<file path="src/rtl/core/hbr_pkg.sv">
package hbr_pkg;

  localparam int KEY_SLOTS = 6;
  localparam int MOD_KEYS  = 6;
  localparam int USAGE_W   = 8;
  localparam int SCAN_W    = 7;
  localparam int STEP_W    = 3;

  // Table entry: bit 7 is the E0 flag, bits 6:0 the make code, zero means unmapped.
  localparam logic [7:0] EXT_FLAG = 8'h80;

  function automatic logic [7:0] usage_lookup(input logic [USAGE_W-1:0] usage);
    logic [7:0] e;
    case (usage)
      8'h04: e = 8'h1E;  8'h05: e = 8'h30;  8'h06: e = 8'h2E;  8'h07: e = 8'h20;
      8'h08: e = 8'h12;  8'h09: e = 8'h21;  8'h0A: e = 8'h22;  8'h0B: e = 8'h23;
      8'h0C: e = 8'h17;  8'h0D: e = 8'h24;  8'h0E: e = 8'h25;  8'h0F: e = 8'h26;
      8'h10: e = 8'h32;  8'h11: e = 8'h31;  8'h12: e = 8'h18;  8'h13: e = 8'h19;
      8'h14: e = 8'h10;  8'h15: e = 8'h13;  8'h16: e = 8'h1F;  8'h17: e = 8'h14;
      8'h18: e = 8'h16;  8'h19: e = 8'h2F;  8'h1A: e = 8'h11;  8'h1B: e = 8'h2D;
      8'h1C: e = 8'h15;  8'h1D: e = 8'h2C;
      8'h1E: e = 8'h02;  8'h1F: e = 8'h03;  8'h20: e = 8'h04;  8'h21: e = 8'h05;
      8'h22: e = 8'h06;  8'h23: e = 8'h07;  8'h24: e = 8'h08;  8'h25: e = 8'h09;
      8'h26: e = 8'h0A;  8'h27: e = 8'h0B;
      8'h28: e = 8'h1C;  8'h29: e = 8'h01;  8'h2A: e = 8'h0E;  8'h2B: e = 8'h0F;
      8'h2C: e = 8'h39;
      8'h2D: e = 8'h0C;  8'h2E: e = 8'h0D;  8'h2F: e = 8'h1A;  8'h30: e = 8'h1B;
      8'h31: e = 8'h2B;  8'h33: e = 8'h27;  8'h34: e = 8'h28;  8'h35: e = 8'h29;
      8'h36: e = 8'h33;  8'h37: e = 8'h34;  8'h38: e = 8'h35;
      8'h39: e = 8'h3A;
      8'h3A: e = 8'h3B;  8'h3B: e = 8'h3C;  8'h3C: e = 8'h3D;  8'h3D: e = 8'h3E;
      8'h3E: e = 8'h3F;  8'h3F: e = 8'h40;  8'h40: e = 8'h41;  8'h41: e = 8'h42;
      8'h42: e = 8'h43;  8'h43: e = 8'h44;  8'h44: e = 8'h57;  8'h45: e = 8'h58;
      8'h46: e = 8'h37;  8'h47: e = 8'h46;
      8'h49: e = EXT_FLAG | 8'h52;  8'h4A: e = EXT_FLAG | 8'h47;
      8'h4B: e = EXT_FLAG | 8'h49;  8'h4C: e = EXT_FLAG | 8'h53;
      8'h4D: e = EXT_FLAG | 8'h4F;  8'h4E: e = EXT_FLAG | 8'h51;
      8'h4F: e = EXT_FLAG | 8'h4D;  8'h50: e = EXT_FLAG | 8'h4B;
      8'h51: e = EXT_FLAG | 8'h50;  8'h52: e = EXT_FLAG | 8'h48;
      default: e = 8'h00;
    endcase
    return e;
  endfunction

  // Modifier keys in emission order: LCtrl, LShift, LAlt, RCtrl, RShift, RAlt.
  function automatic logic [2:0] mod_bit_pos(input logic [STEP_W-1:0] idx);
    logic [2:0] p;
    case (idx)
      3'd0:    p = 3'd0;
      3'd1:    p = 3'd1;
      3'd2:    p = 3'd2;
      3'd3:    p = 3'd4;
      3'd4:    p = 3'd5;
      default: p = 3'd6;
    endcase
    return p;
  endfunction

  function automatic logic [7:0] mod_entry(input logic [STEP_W-1:0] idx);
    logic [7:0] e;
    case (idx)
      3'd0:    e = 8'h1D;
      3'd1:    e = 8'h2A;
      3'd2:    e = 8'h38;
      3'd3:    e = EXT_FLAG | 8'h1D;
      3'd4:    e = 8'h36;
      default: e = EXT_FLAG | 8'h38;
    endcase
    return e;
  endfunction

endpackage

</file>
<file path="src/rtl/core/hbr_if.sv">
interface hbr_in_if;
  import hbr_pkg::*;

  logic               valid;
  logic               ready;
  logic [USAGE_W-1:0] modifier_bits;
  logic [USAGE_W-1:0] key_slot0;
  logic [USAGE_W-1:0] key_slot1;
  logic [USAGE_W-1:0] key_slot2;
  logic [USAGE_W-1:0] key_slot3;
  logic [USAGE_W-1:0] key_slot4;
  logic [USAGE_W-1:0] key_slot5;

  modport source (
    output valid, modifier_bits, key_slot0, key_slot1, key_slot2, key_slot3,
           key_slot4, key_slot5,
    input  ready
  );
  modport sink (
    input  valid, modifier_bits, key_slot0, key_slot1, key_slot2, key_slot3,
           key_slot4, key_slot5,
    output ready
  );
endinterface

interface hbr_out_if;
  import hbr_pkg::*;

  logic              valid;
  logic              ready;
  logic [SCAN_W-1:0] scan_code;
  logic              is_extended;
  logic              is_press;
  logic              last_event;

  modport source (
    output valid, scan_code, is_extended, is_press, last_event,
    input  ready
  );
  modport sink (
    input  valid, scan_code, is_extended, is_press, last_event,
    output ready
  );
endinterface

</file>
<file path="src/rtl/core/hid_boot_report_to_set1_scancodes.sv">
// Channel   Interface         Dir  Transaction
// in_ch     hbr_in_if.sink    in   one boot report: modifier byte and six usage slots
// out_ch    hbr_out_if.source out  one key event: set-1 code, E0 flag, make/break, last
//
// A report takes an accept step, 6 modifier steps, 6 release steps, 6 press steps
// and 1 closing step. One shared compare unit (usage against the six slots of the
// other report, plus the usage table) is stepped by the sequencer once per slot.
// in_ch.ready is high only while the sequencer is idle.
// A back-pressured output holds the sequencer only when a new event finds both
// the output register and the one-deep pending register full, or when the
// closing step still holds an event and the output register is full.
// rst_n is synchronous: it clears the held report to "no keys, no modifiers".
module hid_boot_report_to_set1_scancodes (
  input logic clk,
  input logic rst_n,
  hbr_in_if.sink    in_ch,
  hbr_out_if.source out_ch
);
  import hbr_pkg::*;

  typedef enum logic [2:0] {
    ST_IDLE,
    ST_MOD,
    ST_REL,
    ST_PRS,
    ST_FIN
  } state_t;

  typedef struct packed {
    logic [SCAN_W-1:0] scan_code;
    logic              is_extended;
    logic              is_press;
  } event_t;

  localparam logic [STEP_W-1:0] MOD_LAST  = STEP_W'(MOD_KEYS - 1);
  localparam logic [STEP_W-1:0] SLOT_LAST = STEP_W'(KEY_SLOTS - 1);

  state_t              state_r;
  logic [STEP_W-1:0]   idx_r;

  // Previous report and the report in work
  logic [USAGE_W-1:0]  prev_mods_r;
  logic [USAGE_W-1:0]  prev_keys_r [KEY_SLOTS];
  logic [USAGE_W-1:0]  cur_mods_r;
  logic [USAGE_W-1:0]  cur_keys_r  [KEY_SLOTS];

  // One event held back until we know whether it is the last one
  event_t              pend_r;
  logic                pend_vld_r;

  event_t              out_r;
  logic                out_last_r;
  logic                out_vld_r;

  // Shared compare unit
  logic [USAGE_W-1:0]  key_sel;
  logic                found;
  logic [7:0]          entry;
  logic [7:0]          mod_ent;
  logic                mod_was;
  logic                mod_is;
  logic                hit;
  event_t              ev;
  logic                out_free;
  logic                stall;
  logic                phase_end;
  logic                out_load;

  assign out_free = !out_vld_r || out_ch.ready;

  always_comb begin
    // Release pass looks up old keys in the new report; press pass the reverse.
    key_sel = (state_r == ST_PRS) ? cur_keys_r[idx_r] : prev_keys_r[idx_r];
    found   = 1'b0;
    for (int j = 0; j < KEY_SLOTS; j++) begin
      if (state_r == ST_PRS) begin
        found = found | (prev_keys_r[j] == key_sel);
      end else begin
        found = found | (cur_keys_r[j] == key_sel);
      end
    end
    entry   = usage_lookup(key_sel);
    mod_ent = mod_entry(idx_r);
    mod_was = prev_mods_r[mod_bit_pos(idx_r)];
    mod_is  = cur_mods_r[mod_bit_pos(idx_r)];

    hit = 1'b0;
    ev  = '0;
    unique case (state_r) inside
      ST_MOD: begin
        hit            = mod_was != mod_is;
        ev.scan_code   = mod_ent[SCAN_W-1:0];
        ev.is_extended = mod_ent[7];
        ev.is_press    = mod_is;
      end
      ST_REL, ST_PRS: begin
        // Skip empty slots, keys still held and usages with no set-1 code
        hit            = (key_sel != '0) && !found && (entry != 8'h00);
        ev.scan_code   = entry[SCAN_W-1:0];
        ev.is_extended = entry[7];
        ev.is_press    = state_r == ST_PRS;
      end
      default: begin
        hit = 1'b0;
      end
    endcase

    stall     = hit && pend_vld_r && !out_free;
    phase_end = (state_r == ST_MOD) ? (idx_r == MOD_LAST) : (idx_r == SLOT_LAST);

    // Push the pending event into the output register
    out_load = 1'b0;
    if (state_r == ST_FIN) begin
      out_load = pend_vld_r && out_free;
    end else if (state_r != ST_IDLE) begin
      out_load = hit && pend_vld_r && out_free;
    end
  end

  assign in_ch.ready        = state_r == ST_IDLE;
  assign out_ch.valid       = out_vld_r;
  assign out_ch.scan_code   = out_r.scan_code;
  assign out_ch.is_extended = out_r.is_extended;
  assign out_ch.is_press    = out_r.is_press;
  assign out_ch.last_event  = out_last_r;

  always_ff @(posedge clk) begin
    if (!rst_n) begin
      state_r     <= ST_IDLE;
      idx_r       <= '0;
      prev_mods_r <= '0;
      for (int i = 0; i < KEY_SLOTS; i++) begin
        prev_keys_r[i] <= '0;
      end
      pend_vld_r  <= 1'b0;
      out_vld_r   <= 1'b0;
    end else begin
      unique case (state_r) inside
        ST_IDLE: begin
          if (in_ch.valid) begin
            cur_mods_r    <= in_ch.modifier_bits;
            cur_keys_r[0] <= in_ch.key_slot0;
            cur_keys_r[1] <= in_ch.key_slot1;
            cur_keys_r[2] <= in_ch.key_slot2;
            cur_keys_r[3] <= in_ch.key_slot3;
            cur_keys_r[4] <= in_ch.key_slot4;
            cur_keys_r[5] <= in_ch.key_slot5;
            idx_r         <= '0;
            state_r       <= ST_MOD;
          end
        end
        ST_MOD, ST_REL, ST_PRS: begin
          if (!stall) begin
            if (hit) begin
              // Push the held event out, hold the new one
              if (pend_vld_r) begin
                out_r      <= pend_r;
                out_last_r <= 1'b0;
              end
              pend_r     <= ev;
              pend_vld_r <= 1'b1;
            end
            if (phase_end) begin
              idx_r <= '0;
              if (state_r == ST_MOD) begin
                state_r <= ST_REL;
              end else if (state_r == ST_REL) begin
                state_r <= ST_PRS;
              end else begin
                state_r <= ST_FIN;
              end
            end else begin
              idx_r <= idx_r + STEP_W'(1);
            end
          end
        end
        ST_FIN: begin
          // Flush the final event flagged as last, then retire the report
          if (!pend_vld_r || out_free) begin
            if (pend_vld_r) begin
              out_r      <= pend_r;
              out_last_r <= 1'b1;
              pend_vld_r <= 1'b0;
            end
            prev_mods_r <= cur_mods_r;
            for (int i = 0; i < KEY_SLOTS; i++) begin
              prev_keys_r[i] <= cur_keys_r[i];
            end
            state_r <= ST_IDLE;
          end
        end
        default: begin
          state_r <= ST_IDLE;
        end
      endcase

      // Load the output register on a push, else drop the transaction once taken
      if (out_load) begin
        out_vld_r <= 1'b1;
      end else if (out_ch.ready) begin
        out_vld_r <= 1'b0;
      end
    end
  end

  // An accepted report always starts at the first modifier step
  a_start: assert property (@(posedge clk) disable iff (!rst_n)
    (in_ch.valid && in_ch.ready) |=> (state_r == ST_MOD && idx_r == '0))
    else $error("report did not start at first modifier step");

  // No event is left pending while the block takes a new report
  a_pend_idle: assert property (@(posedge clk) disable iff (!rst_n)
    in_ch.ready |-> !pend_vld_r)
    else $error("pending event left over at idle");

  // Closing step with nothing pending returns to idle right away
  a_fin_empty: assert property (@(posedge clk) disable iff (!rst_n)
    (state_r == ST_FIN && !pend_vld_r) |=> in_ch.ready)
    else $error("closing step stuck with no pending event");

endmodule

</file>
<file path="src/flat_wrapper.sv">
// flat-port wrapper written by rule: the top's interface ports become plain ports
module hid_boot_report_to_set1_scancodes_flat import hbr_pkg::*;
  (clk, rst_n, in_ch_valid, in_ch_modifier_bits, in_ch_key_slot0, in_ch_key_slot1, in_ch_key_slot2, in_ch_key_slot3, in_ch_key_slot4, in_ch_key_slot5, in_ch_ready, out_ch_valid, out_ch_scan_code, out_ch_is_extended, out_ch_is_press, out_ch_last_event, out_ch_ready);
  hbr_in_if in_ch_i ();
  hbr_out_if out_ch_i ();
  input logic clk;
  input logic rst_n;
  input wire logic [$bits(in_ch_i.valid)-1:0] in_ch_valid;
  input wire logic [$bits(in_ch_i.modifier_bits)-1:0] in_ch_modifier_bits;
  input wire logic [$bits(in_ch_i.key_slot0)-1:0] in_ch_key_slot0;
  input wire logic [$bits(in_ch_i.key_slot1)-1:0] in_ch_key_slot1;
  input wire logic [$bits(in_ch_i.key_slot2)-1:0] in_ch_key_slot2;
  input wire logic [$bits(in_ch_i.key_slot3)-1:0] in_ch_key_slot3;
  input wire logic [$bits(in_ch_i.key_slot4)-1:0] in_ch_key_slot4;
  input wire logic [$bits(in_ch_i.key_slot5)-1:0] in_ch_key_slot5;
  output wire logic [$bits(in_ch_i.ready)-1:0] in_ch_ready;
  output wire logic [$bits(out_ch_i.valid)-1:0] out_ch_valid;
  output wire logic [$bits(out_ch_i.scan_code)-1:0] out_ch_scan_code;
  output wire logic [$bits(out_ch_i.is_extended)-1:0] out_ch_is_extended;
  output wire logic [$bits(out_ch_i.is_press)-1:0] out_ch_is_press;
  output wire logic [$bits(out_ch_i.last_event)-1:0] out_ch_last_event;
  input wire logic [$bits(out_ch_i.ready)-1:0] out_ch_ready;
  assign in_ch_i.valid = in_ch_valid;
  assign in_ch_i.modifier_bits = in_ch_modifier_bits;
  assign in_ch_i.key_slot0 = in_ch_key_slot0;
  assign in_ch_i.key_slot1 = in_ch_key_slot1;
  assign in_ch_i.key_slot2 = in_ch_key_slot2;
  assign in_ch_i.key_slot3 = in_ch_key_slot3;
  assign in_ch_i.key_slot4 = in_ch_key_slot4;
  assign in_ch_i.key_slot5 = in_ch_key_slot5;
  assign in_ch_ready = in_ch_i.ready;
  assign out_ch_valid = out_ch_i.valid;
  assign out_ch_scan_code = out_ch_i.scan_code;
  assign out_ch_is_extended = out_ch_i.is_extended;
  assign out_ch_is_press = out_ch_i.is_press;
  assign out_ch_last_event = out_ch_i.last_event;
  assign out_ch_i.ready = out_ch_ready;
  hid_boot_report_to_set1_scancodes u_core (.clk(clk), .rst_n(rst_n), .in_ch(in_ch_i), .out_ch(out_ch_i));
endmodule
</file>
<file path="config.mk">
export PLATFORM = sky130hd
export DESIGN_NAME = hid_boot_report_to_set1_scancodes_flat
export DESIGN_NICKNAME = d
export VERILOG_FILES = /design/src/rtl/core/hbr_pkg.sv /design/src/rtl/core/hbr_if.sv /design/src/rtl/core/hid_boot_report_to_set1_scancodes.sv /design/src/flat_wrapper.sv
export SDC_FILE = /design/constraint.sdc
export NUM_CORES = 1
export LEC_CHECK = 0
export BUFFER_PORTS_ARGS = -buffer_cell sky130_fd_sc_hd__buf_4
export CAP_MARGIN = 25
export CORE_AREA = 3 3 139 141
export CTS_CLUSTER_DIAMETER = 50
export DETAILED_ROUTE_END_ITERATION = 10
export DIE_AREA = 0 0 142 144
export GPL_TIMING_DRIVEN = 0
export PLACE_DENSITY_LB_ADDON = 0.1
export SETUP_SLACK_MARGIN = 0.05
export SYNTH_ARGS = -nofsm -noshare
export SYNTH_HDL_FRONTEND = slang
export SYNTH_SLANG_ARGS = --single-unit
export TNS_END_PERCENT = 50
</file>
<file path="constraint.sdc">
create_clock -name clk -period 10.8 [get_ports clk]
set_input_delay 1.62 -clock clk [delete_from_list [all_inputs] [get_ports clk]]
set_output_delay 1.62 -clock clk [all_outputs]
set_load 0.01 [all_outputs]
</file>
==> impl_metrics.py, run 1 <==
metrics = {
    "critical_path": {
        "arrival_ns": 5.52,
        "worstPathMaxFanout": 14,
        "crit-reg2reg-launch": "u_core.state_r[0]",
        "start_kind": "flip-flop",
        "timing.setup.critical_path_class": "reg -> reg",
        "crit_path_start": "u_core.state_r[0]",
        "crit_required_ns": 10.89,
        "endpoint_kind": "flip-flop",
    },
    "status": {
        "run_status": "completed",
    },
    "clock_network": {
        "cts-buffers-inserted": 17,
        "worstSkewPairLatency_ns": 0.43,
        "postCtsSetupRepairBufs": 0,
        "cts.sink_count": 138,
        "post_cts_clock_slew_at_the_launch_and_capture_registers_of_the_worst_setup_and_hold_paths_ns": 0.07,
        "cts_resized": 0,
        "clock_path_buffers": 2,
        "clock_tree_root": "clkbuf_16",
        "tritoncts": "built",
        "cts_max_level": 4,
        "cts_hold_buffers": 0,
    },
    "worst_hold_path": {
        "min_delay_startpoint": "u_core.pend_r[0]",
        "hold_path.class": "reg -> reg",
    },
    "yosys": {
        "yosysUniqueCellTypes": 71,
        "synth_sequential_area_ratio_pct": 48.8,
        "netlist_instances": 659,
        "synthesis.area_um2": 8140,
        "synth_area_per_cell_um2": 12.3,
        "number_of_warnings_reported_in_the_yosys_synthesis_log": 0,
        "synth_nets": 734,
        "synth.largest_area_cell": "edfxtp_1",
        "async_reset_ff_share_pct": 0,
        "yosysTopAreaCellShare_pct": 44.6,
        "ys_seq_elements": 138,
        "netlist_top_cells_area": "edfxtp_1 45%, mux2i_1 7.3%, mux4_1 6.1%, xnor2_1 5.1%, dfxtp_1 4.2%",
        "number_of_flops_mapped_to_enable_cells_by_yosys": 121,
        "synth_ff_type": "edfxtp_1",
    },
    "timing": {
        "worst_slack_ns": 5.37,
        "slew_violations": 0,
        "timing.final.crit_share_pct": 50.3,
        "slew_headroom_pct": 45.3,
        "fin_setup_tns_ns": 0,
        "final.hold.worst_slack_ns": 0.419,
        "period_minus_slack_ns": 5.43,
        "finalClockSkew_ns": 0.0115,
        "timing.final.setup_violations": 0,
        "hold_violations": 0,
        "rsz0062_at_grt": "no",
        "worst_slew_pin_slew_ns": 0.820,
        "fmax_mhz": 184,
    },
    "routing": {
        "initial_drt_pass_iterations": 5,
        "ant_nets": 0,
        "detailedRoute.firstIterationViolations": 479,
        "drt-total-wl_um": 21800,
        "vias_per_cell": 5.93,
        "dr_total_vias": 5872,
        "wire_per_inst_um": 22.0,
        "post-route-drc-count": 0,
    },
    "floorplanning": {
        "starting_density_of_the_core_pct": 45.0,
        "dieHeight_um": 144,
        "die_footprint_um2": 20400,
        "rows": 49,
        "die_w_um": 142,
        "core_region_area_um2": 18100,
        "io_pins": 72,
    },
    "finish": {
        "multi_input_gate_area_in_the_final_layout_um2": 3840,
        "area_growth_pct": 18.4,
        "final_area_um2": 9640,
        "fillers": 1543,
        "number_of_nets_at_the_end_of_the_flow": 823,
        "layout.area.seq_um2": 3970,
        "drive_gt1_share_pct": 20.9,
        "n_antenna_cell": 0,
    },
    "placed_design": {
        "gpl.final_weighted_congestion": 0.924,
        "detailedPlacementHpwl_um": 15900,
        "placed_standard_cell_area_um2": 8980,
        "place_ws_ns": 5.42,
        "buffer_ports.inserted": 68,
    },
    "power_and_ir_drop": {
        "p_leak_nw": 3.48,
        "largest_vdd_supply_drop_mv": 0.145,
        "power-per-cell-area_nw_per_um2": 230,
    },
    "grt": {
        "grt_usage_pct": 21.7,
        "largest_net_degree_at_the_start_of_global_routing": 46,
        "grt_first_pass_wirelength_um": 33600,
        "grt-ovfl-total": 0,
        "grt_pass1_vias": 5820,
        "grt_antenna_before_repair": 0,
    },
    "flow_run": {
        "maxCapViolCount": 0,
    },
}
[worst max-delay path, stage by stage, from the launching register on]
cell	delay (ns)
dfxtp_1	0.30
buf_4	0.16
nand3b_1	0.37
buf_2	0.39
mux4_1	0.40
a221o_1	0.42
buf_4	0.26
inv_1	0.23
ha_1	0.36
inv_1	0.21
xnor2_1	0.10
a32o_1	0.26
nor4_1	0.34
o21ai_1	0.21
nor4bb_4	0.22
a22oi_1	0.38
o2111a_1	0.46
[per-stage QoR]
stage / util [%] / cells / power [W]
floorplan: - / 659 / 0.00131
global placement: 49.4 / 956 / 0.00155
detailed placement: 49.6 / 958 / 0.00155
CTS: 53.3 / 990 / 0.00221
global route: 53.3 / 990 / 0.00232
finish: 53.3 / 990 / 0.00222
[state kept, by name (all words and copies together) (netlist names), named ones only]
signal	flops
u_core.out_ch.is_extended	1
u_core.prev_keys_r	48
u_core.out_ch.last_event	1
u_core.idx_r	3
u_core.cur_mods_r	6
u_core.pend_r	9
u_core.prev_mods_r	6
u_core.out_ch.scan_code	7
u_core.cur_keys_r	48
u_core.pend_vld_r	1
u_core.out_ch.valid	1
u_core.out_ch.is_press	1
u_core.state_r	3
[worst paths after layout]
path	end	slack, ns	cells after the start
max reg2reg	u_core.out_ch.is_extended	5.37	16
min	u_core.out_ch.is_press	0.42	0
min reg2reg	u_core.out_ch.is_press	0.42	0
max	u_core.out_ch.is_extended	5.37	16
[per-layer routing]
layer	up-vias	wire (µm)	global-route usage, %
li1	2709	-	-
met1	2902	9450	28.2
met2	212	10600	35.8
met3	49	1060	4.20
met4	0	714	9.29
met5	-	0	0
[power breakdown]
part	switching (W)	leakage, nW	internal, W	total (W)
clock network	0.000249	0.320	0.000417	0.000666
registers	0.0000322	1.31	0.000658	0.000690
logic	0.000511	1.86	0.000349	0.000861
[logic make-up (layout without fill, tap and decap cells)]
group	count (synthesis)	in the layout	share of synthesized area, %
XOR/XNOR	52	52	5.60
flip-flops	138	138	48.8
AO/OA/AOI/OAI	115	115	10.6
AND/OR/NAND/NOR	188	188	12.8
multiplexers	91	91	15.9
buffers and inverters	60	162	4.00
adder cells (fa/ha/maj)	15	15	2.31
[layout by cell type, fill, tap and decap left out, types with 18 or more instances in the layout]
| cell type | count |
|---|---|
| xnor2_1 | 47 |
| clkbuf_1 | 18 |
| mux4_1 | 19 |
| nand2_1 | 38 |
| and2_1 | 49 |
| nor2_1 | 27 |
| buf_2 | 18 |
| mux2i_1 | 59 |
| buf_4 | 74 |
| edfxtp_1 | 121 |
[synthesized netlist by cell type (4+ instances only)]
| cell type | count |
|---|---|
| edfxtp_1 | 121 |
| mux2i_1 | 59 |
| and2_1 | 49 |
| xnor2_1 | 47 |
| nand2_1 | 38 |
| nor2_1 | 27 |
| mux4_1 | 19 |
| buf_2 | 18 |
| a21oi_1 | 17 |
| clkbuf_1 | 17 |
| dfxtp_1 | 17 |
| ha_1 | 15 |
| o21ai_0 | 14 |
| nand4_1 | 13 |
| nand3_1 | 12 |
| nor3b_1 | 12 |
| inv_1 | 11 |
| nor3_1 | 11 |
| o22ai_1 | 9 |
| a31oi_1 | 8 |
| a211oi_1 | 7 |
| mux2_2 | 7 |
| a22o_1 | 6 |
| buf_4 | 6 |
| nand2b_1 | 6 |
| o211ai_1 | 6 |
| o21ai_1 | 6 |
| mux4_2 | 5 |
| nor4_1 | 5 |
| xor2_1 | 5 |
| o31ai_1 | 4 |
[layout make-up]
type                    count  share of cell area, %
flip-flops and latches    138                   41.2
multi-input cells         461                   39.8
repair buffers             70                   5.71
clock buffers              18                   4.45
well taps                 229                   2.97
plain buffers              47                   2.87
clock inverters            14                   2.41
inverters                  13                  0.506
No activity file was read; power rests on OpenSTA's default activity.
==> run 2, diff against run 1 <==
- clock period: 10.8 -> 4.4 ns (I/O delays scaled with it)
==> impl_metrics.py, run 2 (synthesis gave the netlist of run 1 again) <==
metrics = {
    "status": {
        "run_status": "completed",
    },
    "finish": {
        "area_growth_pct": 21.9,
        "number_of_nets_at_the_end_of_the_flow": 841,
        "largestRegisters": "u_core.cur_keys_r (48), u_core.prev_keys_r (48), u_core.pend_r (9)",
        "drive_gt1_share_pct": 25.7,
        "final_core_util_pct": 54.8,
        "n_antenna_cell": 0,
        "finish.cell_count_without_fillers": 1008,
        "layout_commonest_cell": "edfxtp_1",
        "most-common-layout-cells": "121 x edfxtp_1, 89 x buf_4, 58 x mux2i_1",
    },
    "floorplanning": {
        "die_w_um": 142,
        "rows": 49,
        "die_footprint_um2": 20400,
        "io_pins": 72,
        "dieHeight_um": 144,
        "core_region_area_um2": 18100,
        "starting_density_of_the_core_pct": 45.0,
    },
    "grt": {
        "grt_pass1_vias": 5923,
        "grt_antenna_before_repair": 0,
        "largest_net_degree_at_the_start_of_global_routing": 46,
        "grt-ovfl-total": 0,
        "grt_first_pass_wirelength_um": 34200,
        "grt_usage_pct": 22.1,
    },
    "timing": {
        "slew_violations": 0,
        "slew_headroom_pct": 44.4,
        "timing.final.setup_violations": 0,
        "worst_slew_pin_slew_ns": 0.835,
        "fmax_mhz": 236,
        "finalClockSkew_ns": 0.0117,
        "timing.final.crit_share_pct": 96.5,
        "hold_violations": 0,
        "period_minus_slack_ns": 4.24,
        "rsz0062_at_grt": "no",
    },
    "placed_design": {
        "number_of_placed_cells_counting_well_taps": 958,
        "detailedPlacementHpwl_um": 15900,
        "gpl.final_weighted_congestion": 0.924,
        "buffer_ports.inserted": 68,
    },
    "critical_path": {
        "arrival_ns": 4.38,
        "regToRegEndpoint": "u_core.pend_r[4]",
        "timing.setup.critical_path_class": "reg -> reg",
        "start_kind": "flip-flop",
        "reg2regPathDepth": 16,
        "endpoint_kind": "flip-flop",
        "reg2reg_setup_slack_ns": 0.16,
        "worstPathMaxFanout": 10,
        "crit_required_ns": 4.54,
    },
    "clock_network": {
        "clock_path_buffers": 2,
        "clock_tree_root": "clkbuf_16",
        "cts-buffers-inserted": 17,
        "tritoncts": "built",
        "cts_max_level": 4,
        "cts_hold_buffers": 0,
        "cts.sink_count": 138,
        "post_cts_clock_slew_at_the_launch_and_capture_registers_of_the_worst_setup_and_hold_paths_ns": 0.07,
        "worstSkewPairLatency_ns": 0.43,
    },
    "worst_hold_path": {
        "whs_path_depth": 1,
        "hold_path.class": "in -> reg",
        "min_delay_worst_endpoint": "u_core.cur_mods_r[6]",
        "min_delay_startpoint": "in_ch_modifier_bits[6]",
    },
    "power_and_ir_drop": {
        "largest_vdd_supply_drop_mv": 0.356,
        "power-per-cell-area_nw_per_um2": 569,
        "p_leak_nw": 3.57,
    },
    "routing": {
        "detailedRoute.firstIterationViolations": 447,
        "vias_per_cell": 5.93,
        "wire_per_inst_um": 22.0,
        "post-route-drc-count": 0,
        "ant_nets": 0,
        "initial_drt_pass_iterations": 5,
        "dr_total_vias": 5979,
        "drt-total-wl_um": 22200,
    },
    "flow_run": {
        "maxCapViolCount": 0,
    },
}
run 2: cell types whose count changed in the layout (fill, tap and decap cells not counted), moves of 2 or more:
cell / change
buf_4: +15
ha_1: -4
inv_1: -4
ha_2: +3
buf_12: +2
buf_2: -2
clkbuf_1: -2
clkinvlp_4: +2
inv_4: +2
o2111a_2: +2
run 2: timing repair:
| item | 4_1_cts | 5_1_grt |
|---|---|---|
| gates resized for setup | 24 | 15 |
| gates cloned | 2 | 0 |
| buffers inserted | 12 | 5 |
| setup endpoints to repair | 30 | 26 |
| pin swaps | 5 | 6 |
run 2: per-stage QoR:
stage	instance area, µm²	total power [W]	worst slack, ns	setup TNS, ns	hold slack, ns
2_1_floorplan	8140	0.00322	0.240	0	0.400
6_report	9920	0.00565	0.156	0	0.402
3_5_place_dp	8980	0.00380	-0.975	-23.16	0.405
5_1_grt	9920	0.00591	0.0520	0	0.388
3_3_place_gp	8930	0.00381	-1.10	-27.15	0.401
4_1_cts	9820	0.00557	0.0600	0	0.389
run 2: layer usage:
| layer | global-route usage, % | routed length [µm] |
|---|---|---|
| met1 | 28.5 | 9520 |
| met2 | 36.9 | 11000 |
| met3 | 4.43 | 993 |
| met4 | 8.74 | 638 |
| met5 | 0 | 0 |
run 2: critical path, cell delays in order, from the launching register on:
cell	delay [ns]
dfxtp_1	0.33
buf_6	0.15
buf_12	0.15
buf_12	0.15
mux4_2	0.52
a221o_1	0.45
buf_12	0.17
ha_2	0.22
or2_2	0.29
o22ai_2	0.20
o221ai_1	0.17
o21a_1	0.28
nand3_1	0.14
nor4bb_4	0.07
a22oi_2	0.28
nand3_2	0.20
clkinvlp_4	0.17
run 2: final cells by class:
cell class | count | area (µm²)
clock buffers | 18 | 429
multi-input cells | 462 | 3950
repair inverters | 1 | 7.51
inverters | 13 | 57.6
well taps | 229 | 287
plain buffers | 46 | 295
clock inverters | 14 | 233
repair buffers | 87 | 691
flip-flops and latches | 138 | 3980
fillers | 1536 | 8170
run 2: where the power goes:
| part | internal, W | total [W] | switching, W |
|---|---|---|---|
| registers | 0.00161 | 0.00170 | 0.0000826 |
| clock network | 0.00102 | 0.00163 | 0.000604 |
| logic | 0.000994 | 0.00232 | 0.00133 |
| total | 0.00363 | 0.00565 | 0.00202 |
run 2: worst max path at each step:
stage / startpoint / endpoint / slack (ns) / cells after the start
after floorplan: flip-flop / u_core.out_ch.is_extended / 0.24 / 16
after global placement: u_core.state_r[0] / u_core.out_ch.scan_code[6] / -1.10 / 16
after global routing: flip-flop / u_core.pend_r[7] / 0.05 / 17
after detailed placement: u_core.state_r[0] / u_core.out_ch.scan_code[0] / -0.98 / 16
after CTS: flip-flop / u_core.pend_r[5] / 0.06 / 17
final: flip-flop / u_core.pend_r[4] / 0.16 / 16
==> run 3, diff against run 2 <==
- CORE_AREA: 3 3 139 141 -> 3 3 162 164
- DIE_AREA: 0 0 142 144 -> 0 0 165 167
- clock period: 4.4 -> 4.7 ns (I/O delays scaled with it)
==> impl_metrics.py, run 3 (synthesis gave the netlist of run 1 again) <==
metrics = {
    "finish": {
        "drive_gt1_share_pct": 23.5,
        "layout.area.seq_um2": 3980,
        "final_area_um2": 9820,
        "number_of_nets_at_the_end_of_the_flow": 832,
        "n_antenna_cell": 0,
        "final_core_util_pct": 39.2,
        "area_growth_pct": 20.7,
        "largestRegisters": "u_core.cur_keys_r (48), u_core.prev_keys_r (48), u_core.pend_r (9)",
        "fillers": 2423,
        "most-common-layout-cells": "121 x edfxtp_1, 82 x buf_4, 59 x mux2i_1",
        "finish.cell_count_without_fillers": 1100,
        "layout_commonest_cell": "edfxtp_1",
        "multi_input_gate_area_in_the_final_layout_um2": 3890,
    },
    "status": {
        "run_status": "completed",
    },
    "clock_network": {
        "worstSkewPairLatency_ns": 0.42,
        "tritoncts": "built",
        "cts_max_level": 4,
        "post_cts_clock_slew_at_the_launch_and_capture_registers_of_the_worst_setup_and_hold_paths_ns": 0.06,
        "cts-buffers-inserted": 17,
        "clock_path_buffers": 2,
        "clock_tree_root": "clkbuf_16",
        "cts.sink_count": 138,
    },
    "placed_design": {
        "buffer_ports.inserted": 68,
        "detailedPlacementHpwl_um": 17200,
        "number_of_placed_cells_counting_well_taps": 1059,
        "placed_standard_cell_area_um2": 9100,
        "gpl.final_weighted_congestion": 0.869,
    },
    "routing": {
        "detailedRoute.firstIterationViolations": 276,
        "post-route-drc-count": 0,
        "vias_per_cell": 5.29,
        "ant_nets": 0,
        "dr_total_vias": 5816,
        "drt-total-wl_um": 23900,
        "initial_drt_pass_iterations": 5,
        "wire_per_inst_um": 21.7,
    },
    "timing": {
        "finalClockSkew_ns": 0.00790,
        "hold_violations": 0,
        "rsz0062_at_grt": "no",
        "fmax_mhz": 224,
        "worst_slew_pin_slew_ns": 0.855,
        "timing.final.setup_violations": 0,
        "fin_setup_tns_ns": 0,
        "slew_headroom_pct": 43.0,
        "period_minus_slack_ns": 4.47,
        "timing.final.crit_share_pct": 95.1,
        "slew_violations": 0,
        "final.hold.worst_slack_ns": 0.419,
    },
    "worst_hold_path": {
        "hold_path.class": "reg -> reg",
    },
    "critical_path": {
        "arrival_ns": 4.66,
        "worstPathMaxFanout": 14,
        "crit_required_ns": 4.89,
        "start_kind": "flip-flop",
        "timing.setup.critical_path_class": "reg -> reg",
        "endpoint_kind": "flip-flop",
    },
    "flow_run": {
        "maxCapViolCount": 0,
    },
    "power_and_ir_drop": {
        "power-per-cell-area_nw_per_um2": 511,
        "largest_vdd_supply_drop_mv": 0.218,
        "p_leak_nw": 3.49,
    },
    "grt": {
        "grt_first_pass_wirelength_um": 36900,
        "grt_usage_pct": 17.8,
        "largest_net_degree_at_the_start_of_global_routing": 44,
        "grt_pass1_vias": 6103,
        "grt-ovfl-total": 0,
        "grt_antenna_before_repair": 0,
    },
    "floorplanning": {
        "core_region_area_um2": 25000,
        "starting_density_of_the_core_pct": 32.5,
        "die_w_um": 165,
        "die_footprint_um2": 27600,
        "rows": 58,
        "io_pins": 72,
        "dieHeight_um": 167,
    },
}
run 3: layer usage:
metal  up-vias  GRT usage, %  wire length, µm
li1       2736             -                -
met1      2887          23.5            10700
met2       166          29.5            11700
met3        27          3.51             1060
met4         0          5.07              406
met5         -             0                0
run 3: path summary, 6_finish.rpt:
| path | startpoint | to | slack (ns) | depth (start not counted) |
|---|---|---|---|---|
| setup / recovery | flip-flop | u_core.out_ch.last_event | 0.23 | 17 |
| hold / removal | u_core.pend_r[5] | u_core.out_ch.scan_code[3] | 0.42 | 0 |
| setup reg to reg | flip-flop | u_core.out_ch.last_event | 0.23 | 17 |
| hold reg to reg | u_core.pend_r[5] | u_core.out_ch.scan_code[3] | 0.42 | 0 |
run 3: layout make-up:
type | instances | share of cell area (%)
Inverter | 13 | 0.586
Tap cell | 330 | 4.20
Sequential cell | 138 | 40.5
Timing Repair Buffer | 78 | 6.21
Clock buffer | 23 | 5.21
Buffer | 46 | 2.89
Clock inverter | 9 | 0.739
Timing Repair inverter | 1 | 0.0764
Multi-Input combinational cell | 462 | 39.6
run 3: through the flow:
step,power (W),setup WS [ns]
after floorplan,0.00301,0.540
after global placement,0.00360,-0.713
after detailed placement,0.00359,-0.671
after CTS,0.00501,0.0888
after global routing,0.00530,0.0702
final,0.00502,0.231
run 3: what timing repair did:
item | in CTS | in global routing
buffers inserted | 5 | 3
pin swaps | 3 | 3
hold buffers | 0 | 0
gates cloned | 2 | 0
setup endpoints to repair | 30 | 27
endpoints found under the hold margin | 0 | 0
gates resized for setup | 13 | 9
run 3: worst max-delay path, stage by stage, from the launching register on:
cell and delay, ns:
dfxtp_1 0.33, buf_6 0.16, buf_12 0.15, buf_12 0.16, mux4_2 0.55, a221o_1 0.42, buf_8 0.20, clkinvlp_4 0.14
ha_1 0.26, nand2_1 0.15, o221ai_1 0.26, o21a_1 0.24, nand3_1 0.14, nor4bb_4 0.42, a22oi_2 0.08, buf_4 0.18
buf_4 0.13, o2111a_1 0.23
run 3: report_power, final:
group	internal (W)	total [W]	switching, W
registers	0.00151	0.00159	0.0000800
logic	0.000858	0.00209	0.00123
clock network	0.000781	0.00134	0.000556
